## src/hdl/olo_pkg.sv

```systemverilog
`default_nettype none

package olo_pkg;

    localparam int unsigned TimeW     = 32;
    localparam int unsigned DebounceW = 10;
    localparam int unsigned DelayW    = 27;
    localparam int unsigned CfgDataW  = 27;
    localparam int unsigned CfgIdxW   = 2;

    localparam logic [CfgIdxW-1:0] REG_DEBOUNCE = 2'd0;
    localparam logic [CfgIdxW-1:0] REG_ABSENCE  = 2'd1;
    localparam logic [CfgIdxW-1:0] REG_FULL_OFF = 2'd2;
    localparam logic [CfgIdxW-1:0] REG_START_EN = 2'd3;

    localparam logic [DebounceW-1:0] DEBOUNCE_RST = 10'd50;
    localparam logic [DelayW-1:0]    ABSENCE_RST  = 27'd300000;
    localparam logic [DelayW-1:0]    FULL_OFF_RST = 27'd600000;
    localparam logic                 START_EN_RST = 1'b1;

    typedef enum logic [1:0] {
        DISP_NONE  = 2'd0,
        DISP_SLEEP = 2'd1,
        DISP_WAKE  = 2'd2
    } disp_cmd_t;

    typedef struct packed {
        logic [DebounceW-1:0] debounce_ms;
        logic [DelayW-1:0]    absence_timeout_ms;
        logic [DelayW-1:0]    power_down_ms;
    } cfg_t;

    typedef struct packed {
        logic [TimeW-1:0] now_ms;
        logic             button_level;
        logic             motion_level;
        logic             listening;
        logic             light_now;
        logic             fan_now;
    } poll_t;

    typedef struct packed {
        logic      loads_write;
        logic      light_out;
        logic      fan_out;
        disp_cmd_t display_cmd;
        logic      engine_paused;
        logic      presence_enabled;
        logic      motion_seen;
        logic      temp_off;
        logic      full_off;
    } result_t;

endpackage

`default_nettype wire

```

## src/hdl/olo_cfg.sv

```systemverilog
`default_nettype none

module olo_cfg (
    input  wire logic                          aclk,
    input  wire logic                          aresetn,
    input  wire logic                          cfg_we,
    input  wire logic [olo_pkg::CfgIdxW-1:0]   cfg_index,
    input  wire logic [olo_pkg::CfgDataW-1:0]  cfg_data,
    output olo_pkg::cfg_t                      cfg
);

    olo_pkg::cfg_t cfg_reg;
    olo_pkg::cfg_t cfg_next;

    always_comb begin
        cfg_next = cfg_reg;
        if (cfg_we) begin
            unique case (cfg_index)
                olo_pkg::REG_DEBOUNCE: begin
                    cfg_next.debounce_ms = cfg_data[olo_pkg::DebounceW-1:0];
                end
                olo_pkg::REG_ABSENCE: begin
                    cfg_next.absence_timeout_ms = cfg_data[olo_pkg::DelayW-1:0];
                end
                olo_pkg::REG_FULL_OFF: begin
                    cfg_next.power_down_ms = cfg_data[olo_pkg::DelayW-1:0];
                end
                default: begin
                    cfg_next = cfg_reg;
                end
            endcase
        end
    end

    always_ff @(posedge aclk) begin
        if (!aresetn) begin
            cfg_reg.debounce_ms        <= olo_pkg::DEBOUNCE_RST;
            cfg_reg.absence_timeout_ms <= olo_pkg::ABSENCE_RST;
            cfg_reg.power_down_ms      <= olo_pkg::FULL_OFF_RST;
        end else begin
            cfg_reg <= cfg_next;
        end
    end

    assign cfg = cfg_reg;

endmodule

`default_nettype wire

```

## src/hdl/olo_core.sv

```systemverilog
`default_nettype none

module olo_core (
    input  wire logic            aclk,
    input  wire logic            aresetn,
    input  wire logic            advance,
    input  wire olo_pkg::cfg_t   cfg,
    input  wire olo_pkg::poll_t  poll,
    output olo_pkg::result_t     res
);

    localparam int unsigned TW = olo_pkg::TimeW;

    logic          enabled_reg, enabled_next;
    logic          btn_stable_reg, btn_stable_next;
    logic          btn_last_reg, btn_last_next;
    logic [TW-1:0] btn_chg_time_reg, btn_chg_time_next;
    logic [TW-1:0] presence_time_reg, presence_time_next;
    logic          temp_off_reg, temp_off_next;
    logic [TW-1:0] temp_off_time_reg, temp_off_time_next;
    logic          full_off_reg, full_off_next;
    logic          saved_light_reg, saved_light_next;
    logic          saved_fan_reg, saved_fan_next;
    logic          paused_reg, paused_next;
    logic          motion_reg, motion_next;

    logic              lw, lo, fo;
    olo_pkg::disp_cmd_t disp;
    logic [TW-1:0]     deb_diff;
    logic [TW-1:0]     abs_diff;
    logic [TW-1:0]     off_diff;

    always_comb begin
        enabled_next       = enabled_reg;
        btn_stable_next    = btn_stable_reg;
        btn_last_next      = btn_last_reg;
        btn_chg_time_next  = btn_chg_time_reg;
        presence_time_next = presence_time_reg;
        temp_off_next      = temp_off_reg;
        temp_off_time_next = temp_off_time_reg;
        full_off_next      = full_off_reg;
        saved_light_next   = saved_light_reg;
        saved_fan_next     = saved_fan_reg;
        paused_next        = paused_reg;
        motion_next        = motion_reg;
        lw                 = 1'b0;
        lo                 = 1'b0;
        fo                 = 1'b0;
        disp               = olo_pkg::DISP_NONE;
        abs_diff           = '0;
        off_diff           = '0;

        // debounce the toggle button
        if (poll.button_level != btn_last_reg) begin
            btn_chg_time_next = poll.now_ms;
            btn_last_next     = poll.button_level;
        end
        deb_diff = poll.now_ms - btn_chg_time_next;
        if (deb_diff >= {{(TW-olo_pkg::DebounceW){1'b0}}, cfg.debounce_ms}
            && poll.button_level != btn_stable_reg) begin
            btn_stable_next = poll.button_level;
            if (!poll.button_level) begin
                enabled_next       = !enabled_reg;
                motion_next        = 1'b0;
                presence_time_next = poll.now_ms;
                temp_off_time_next = '0;
                temp_off_next      = 1'b0;
                if (enabled_reg) begin
                    full_off_next = 1'b0;
                    paused_next   = 1'b0;
                end else begin
                    paused_next = 1'b1;
                end
                disp = olo_pkg::DISP_WAKE;
            end
        end

        // presence logic
        if (!enabled_next) begin
            paused_next = 1'b0;
        end else begin
            if (poll.listening) begin
                presence_time_next = poll.now_ms;
                if (temp_off_next) begin
                    temp_off_next      = 1'b0;
                    temp_off_time_next = '0;
                    disp               = olo_pkg::DISP_WAKE;
                end
            end
            motion_next = poll.motion_level;
            if (poll.motion_level) begin
                presence_time_next = poll.now_ms;
                if (temp_off_next || full_off_next) begin
                    lw                 = 1'b1;
                    lo                 = saved_light_reg;
                    fo                 = saved_fan_reg;
                    disp               = olo_pkg::DISP_WAKE;
                    temp_off_next      = 1'b0;
                    temp_off_time_next = '0;
                    full_off_next      = 1'b0;
                end
                paused_next = 1'b0;
            end else if (!poll.listening) begin
                abs_diff = poll.now_ms - presence_time_next;
                if (!temp_off_next && !full_off_next
                    && abs_diff >= {{(TW-olo_pkg::DelayW){1'b0}},
                                    cfg.absence_timeout_ms}) begin
                    saved_light_next   = poll.light_now;
                    saved_fan_next     = poll.fan_now;
                    disp               = olo_pkg::DISP_SLEEP;
                    temp_off_time_next = poll.now_ms;
                    temp_off_next      = 1'b1;
                    paused_next        = 1'b1;
                end
                off_diff = poll.now_ms - temp_off_time_next;
                if (temp_off_next
                    && off_diff >= {{(TW-olo_pkg::DelayW){1'b0}},
                                    cfg.power_down_ms}) begin
                    lw                 = 1'b1;
                    lo                 = 1'b0;
                    fo                 = 1'b0;
                    temp_off_next      = 1'b0;
                    temp_off_time_next = '0;
                    disp               = olo_pkg::DISP_SLEEP;
                    full_off_next      = 1'b1;
                end
            end
        end
    end

    always_ff @(posedge aclk) begin
        if (!aresetn) begin
            enabled_reg       <= olo_pkg::START_EN_RST;
            btn_stable_reg    <= 1'b1;
            btn_last_reg      <= 1'b1;
            btn_chg_time_reg  <= '0;
            presence_time_reg <= '0;
            temp_off_reg      <= 1'b0;
            temp_off_time_reg <= '0;
            full_off_reg      <= 1'b0;
            saved_light_reg   <= 1'b0;
            saved_fan_reg     <= 1'b0;
            paused_reg        <= 1'b0;
            motion_reg        <= 1'b0;
        end else if (advance) begin
            enabled_reg       <= enabled_next;
            btn_stable_reg    <= btn_stable_next;
            btn_last_reg      <= btn_last_next;
            btn_chg_time_reg  <= btn_chg_time_next;
            presence_time_reg <= presence_time_next;
            temp_off_reg      <= temp_off_next;
            temp_off_time_reg <= temp_off_time_next;
            full_off_reg      <= full_off_next;
            saved_light_reg   <= saved_light_next;
            saved_fan_reg     <= saved_fan_next;
            paused_reg        <= paused_next;
            motion_reg        <= motion_next;
        end
    end

    assign res.loads_write      = lw;
    assign res.light_out        = lw & lo;
    assign res.fan_out          = lw & fo;
    assign res.display_cmd      = disp;
    assign res.engine_paused    = paused_next;
    assign res.presence_enabled = enabled_next;
    assign res.motion_seen      = motion_next;
    assign res.temp_off         = temp_off_next;
    assign res.full_off         = full_off_next;

endmodule

`default_nettype wire

```

## src/hdl/occupancy_load_off_controller_top.sv

```systemverilog
// An accepted poll is held in the input register; its result is registered as the core
// advances, held while m_ready stalls. Throughput: one poll per cycle while m_ready
// keeps up; the controller state updates in one pass between the input register and
// the result register. Reset (aresetn low, synchronous): registers return to defaults,
// presence control enabled, button released, all timers and off stages cleared.
`default_nettype none

module occupancy_load_off_controller_top (
    input  wire logic                          aclk,
    input  wire logic                          aresetn,
    input  wire logic                          s_valid,
    output      logic                          s_ready,
    input  wire logic [olo_pkg::TimeW-1:0]     s_now_ms,
    input  wire logic                          s_button_level,
    input  wire logic                          s_motion_level,
    input  wire logic                          s_listening,
    input  wire logic                          s_light_now,
    input  wire logic                          s_fan_now,
    output      logic                          m_valid,
    input  wire logic                          m_ready,
    output      logic                          m_loads_write,
    output      logic                          m_light_out,
    output      logic                          m_fan_out,
    output      logic [1:0]                    m_display_cmd,
    output      logic                          m_engine_paused,
    output      logic                          m_presence_enabled,
    output      logic                          m_motion_seen,
    output      logic                          m_temp_off,
    output      logic                          m_full_off,
    input  wire logic                          cfg_we,
    input  wire logic [olo_pkg::CfgIdxW-1:0]   cfg_index,
    input  wire logic [olo_pkg::CfgDataW-1:0]  cfg_data
);

    olo_pkg::cfg_t    cfg;
    olo_pkg::poll_t   in_poll_reg;
    logic             in_valid_reg;
    olo_pkg::result_t out_res_reg;
    olo_pkg::result_t step_res;
    logic             out_valid_reg;
    logic             advance;

    assign advance = in_valid_reg && (!out_valid_reg || m_ready);
    assign s_ready = !in_valid_reg || advance;

    olo_cfg u_cfg (
        .aclk      (aclk),
        .aresetn   (aresetn),
        .cfg_we    (cfg_we),
        .cfg_index (cfg_index),
        .cfg_data  (cfg_data),
        .cfg       (cfg)
    );

    olo_core u_core (
        .aclk    (aclk),
        .aresetn (aresetn),
        .advance (advance),
        .cfg     (cfg),
        .poll    (in_poll_reg),
        .res     (step_res)
    );

    always_ff @(posedge aclk) begin
        if (!aresetn) begin
            in_valid_reg  <= 1'b0;
            out_valid_reg <= 1'b0;
        end else begin
            if (s_ready) begin
                in_valid_reg <= s_valid;
            end
            if (advance) begin
                out_valid_reg <= 1'b1;
            end else if (m_ready) begin
                out_valid_reg <= 1'b0;
            end
        end
    end

    always_ff @(posedge aclk) begin
        if (s_valid && s_ready) begin
            in_poll_reg.now_ms       <= s_now_ms;
            in_poll_reg.button_level <= s_button_level;
            in_poll_reg.motion_level <= s_motion_level;
            in_poll_reg.listening    <= s_listening;
            in_poll_reg.light_now    <= s_light_now;
            in_poll_reg.fan_now      <= s_fan_now;
        end
        if (advance) begin
            out_res_reg <= step_res;
        end
    end

    assign m_valid            = out_valid_reg;
    assign m_loads_write      = out_res_reg.loads_write;
    assign m_light_out        = out_res_reg.light_out;
    assign m_fan_out          = out_res_reg.fan_out;
    assign m_display_cmd      = out_res_reg.display_cmd;
    assign m_engine_paused    = out_res_reg.engine_paused;
    assign m_presence_enabled = out_res_reg.presence_enabled;
    assign m_motion_seen      = out_res_reg.motion_seen;
    assign m_temp_off         = out_res_reg.temp_off;
    assign m_full_off         = out_res_reg.full_off;

endmodule

`default_nettype wire

```

## config.mk

```make
export PLATFORM = sky130hd
export DESIGN_NAME = occupancy_load_off_controller_top
export DESIGN_NICKNAME = d
export VERILOG_FILES = /design/src/hdl/olo_pkg.sv /design/src/hdl/olo_cfg.sv /design/src/hdl/olo_core.sv /design/src/hdl/occupancy_load_off_controller_top.sv
export SDC_FILE = /design/constraint.sdc
export NUM_CORES = 1
export LEC_CHECK = 0
export ABC_AREA = 0
export BUFFER_PORTS_ARGS = -buffer_cell sky130_fd_sc_hd__buf_2
export CAP_MARGIN = 20
export CORE_UTILIZATION = 35
export CTS_CLUSTER_SIZE = 16
export DETAILED_ROUTE_END_ITERATION = 10
export PLACE_DENSITY = 0.5
export SLEW_MARGIN = 20
export SYNTH_ARGS = -nofsm -noshare
export SYNTH_HDL_FRONTEND = slang
export SYNTH_SLANG_ARGS = --single-unit
```

## constraint.sdc

```tcl
create_clock -name aclk -period 19.8 [get_ports aclk]
set_clock_uncertainty 0.15 [all_clocks]
set_input_delay 1.98 -clock aclk [delete_from_list [all_inputs] [get_ports aclk]]
set_output_delay 1.98 -clock aclk [all_outputs]
set_load 0.01 [all_outputs]
```

==> impl_metrics.ini <==
[status]
status = finished, final reports clean

[sta]
relSlewSlack = 0.246
setup-tns-final_ns = 0
hold_viol = 0
setup_viol = 0
worst_hold_slack_ns = 0.302
worst_pin_slew_ns = 1.13
fmax_ghz = 0.0555
min_period_ns = 18.01
maxSlewViolCount = 0
fin_crit_sh = 0.909
worst_slack_ns = 1.79
rsz0062_at_grt = no

[global_routing]
grt_usage = 0.222
antenna_found_initial = 0
grt_pass1_vias = 14400
overflow = 0
grt_max_degree = 92
grt_pass1_wl_mm = 82.4

[clock_tree]
postCtsHoldBufs = 0
numCtsBuffers = 28
clockBufferDepth = 3
post_cts_buffers = 0
clk_pin_slew_ns = 0.06
cts_tree = done
cts_sinks = 218
clk_latency_ns = 0.57
cts_resized = 0
htree_levels = 1
cts_root_buffer = clkbuf_16

[die]
core_um2 = 45600
dieArea_um2 = 47300
die_height_um = 218
num_rows = 78
die_w_um = 218
io_pins = 83
initial_core_util = 0.357

[power]
total_power_mw = 1.49
p_sw_frac = 0.354
max-vdd-ir-drop_uv = 69.1
power_switching_mw = 0.528
p_leak_nw = 7.27
seq_power_share = 0.333
clock_power_share = 0.347
power.internal_mw = 0.965
power_density_nw_per_um2 = 82.4
power_frac_comb = 0.320

[worst_setup_path]
endpoint_kind = register
cp-start-kind = register
worstReg2RegEnd = u_core.temp_off_time_reg[5]
path_class = reg2reg
required_ns = 20.15
worst_path_largest_cell_delay_ns = 0.55
r2r_cells = 83
crit_path_top_delay_cell = edfxtp_1
worst_path_most_repeated_cell = a21oi_1
cp_max_fo = 25
reg2reg_slack_ns = 1.79
r2r_start = in_poll_reg[4]
critPathArrivalTime_ns = 18.36

[synthesis]
ys_seq_area_frac = 0.297
synthFlopType = dfxtp_1
synth_warnings = 0
synth-edff-count = 47
ys_top_cells_by_area = dfxtp_1 (21%), ha_1 (11%), edfxtp_1 (8.7%), nand2_1 (8.5%), a21oi_1 (7.7%)
synth_nets = 2284
netlist_instances = 2063
ys_async_sr_fraction = 0
synth.top_cell.area_share = 0.211
yosysMostFrequentCell = nand2_1
synthDistinctLibCells = 94
ys_seq_elements = 218
synth_top_area_cell = dfxtp_1
syn_area_um2 = 16300
avgSynthCellArea_um2 = 7.88
yosys-top-cells-count = nand2_1 (366), a21oi_1 (251), dfxtp_1 (171)

[route]
postRouteAntennaNets = 0
wl_mm = 52.9
vias_per_cell = 5.53
first_pass_iters = 5
drt_iter0_drc = 1031
dr_total_vias = 15000
drc_errors = 0
wire_per_inst_um = 19.5

[run]
maxCapViolations = 0

[finish]
nets = 2308
largest_register_ffs = 64
post-route-util = 0.398
layout-drive-gt1-share = 0.0891
fin_area_um2 = 18100
final_cells = 2709
multiInputGateArea_um2 = 10700
fillers = 4664
diodes = 0
syn_to_final_growth_pct = 11.5
seqCellArea_um2 = 4830

[min_path]
whs_path_depth = 2
hold_path.class = reg2reg
hold_path_end = u_cfg.cfg[1]
worstHoldStart = u_cfg.cfg[1]

[placement]
place_congestion = 0.932
portBuffers = 82
placed_area_um2 = 17200
hpwl_mm = 40.4
place_ws_ns = 1.38
dp.cells = 2657
[cell type report]
| class | count | share of cell area |
|---|---|---|
| Multi-Input combinational cell | 1632 | 0.588 |
| Sequential cell | 218 | 0.267 |
| Tap cell | 600 | 0.0414 |
| Clock inverter | 14 | 0.00663 |
| Clock buffer | 38 | 0.0453 |
| Inverter | 107 | 0.0222 |
| Timing Repair Buffer | 100 | 0.0301 |
[critical path: cells and delay by family, from the launching register on]
family	cells	cell delay, ns
fa+ha+maj	9	2.41
compound gates	48	10.30
simple gates	16	2.89
mux	1	0.26
xor+xnor	4	0.63
buf+inv	5	0.73
flops	1	0.55
[power groups by stage]
stage	sequential, mW	combinational (mW)	clock (mW)
global route	0.500	0.532	0.549
CTS	0.498	0.475	0.532
detailed placement	0.507	0.472	0
finish	0.497	0.478	0.519
floorplan	0.493	0.350	0
global placement	0.507	0.469	0
[cells by family after synthesis]
family,count (synthesis),synth area share
simple gates,717,0.204
buf+inv,213,0.0520
compound gates,626,0.251
xor+xnor,83,0.0452
fa+ha+maj,153,0.118
mux,53,0.0329
flops,218,0.297
[worst max path at each step]
| stage | from | endpoint | depth (start not counted) |
|---|---|---|---|
| floorplan | in_poll_reg[4] | u_core.temp_off_time_reg[9] | 80 |
| global placement | in_poll_reg[4] | u_core.temp_off_time_reg[29] | 74 |
| detailed placement | in_poll_reg[4] | u_core.temp_off_time_reg[25] | 82 |
| CTS | in_poll_reg[4] | u_core.temp_off_time_reg[20] | 82 |
| global route | in_poll_reg[4] | u_core.temp_off_time_reg[31] | 83 |
| finish | in_poll_reg[4] | u_core.temp_off_time_reg[5] | 83 |
[placed cells by master, fill, tap and decap left out, drive strengths merged, types with 53 or more instances in the layout]
master / netlist / routed
nand2: 366 / 366
a21oi: 251 / 251
dfxtp: 171 / 171
ha: 148 / 148
nor2: 111 / 111
inv: 107 / 108
buf: 28 / 100
a21o: 71 / 71
o21ai: 68 / 68
mux2i: 53 / 53
[layer usage]
layer / vias up / global-route usage / share of wire
met5: - / 0 / 0
met4: 0 / 0.0716 / 0.034
met3: 80 / 0.0291 / 0.045
met2: 352 / 0.372 / 0.46
met1: 7092 / 0.292 / 0.46
li1: 7452 / - / -
Power figures use the tool's default switching activity.
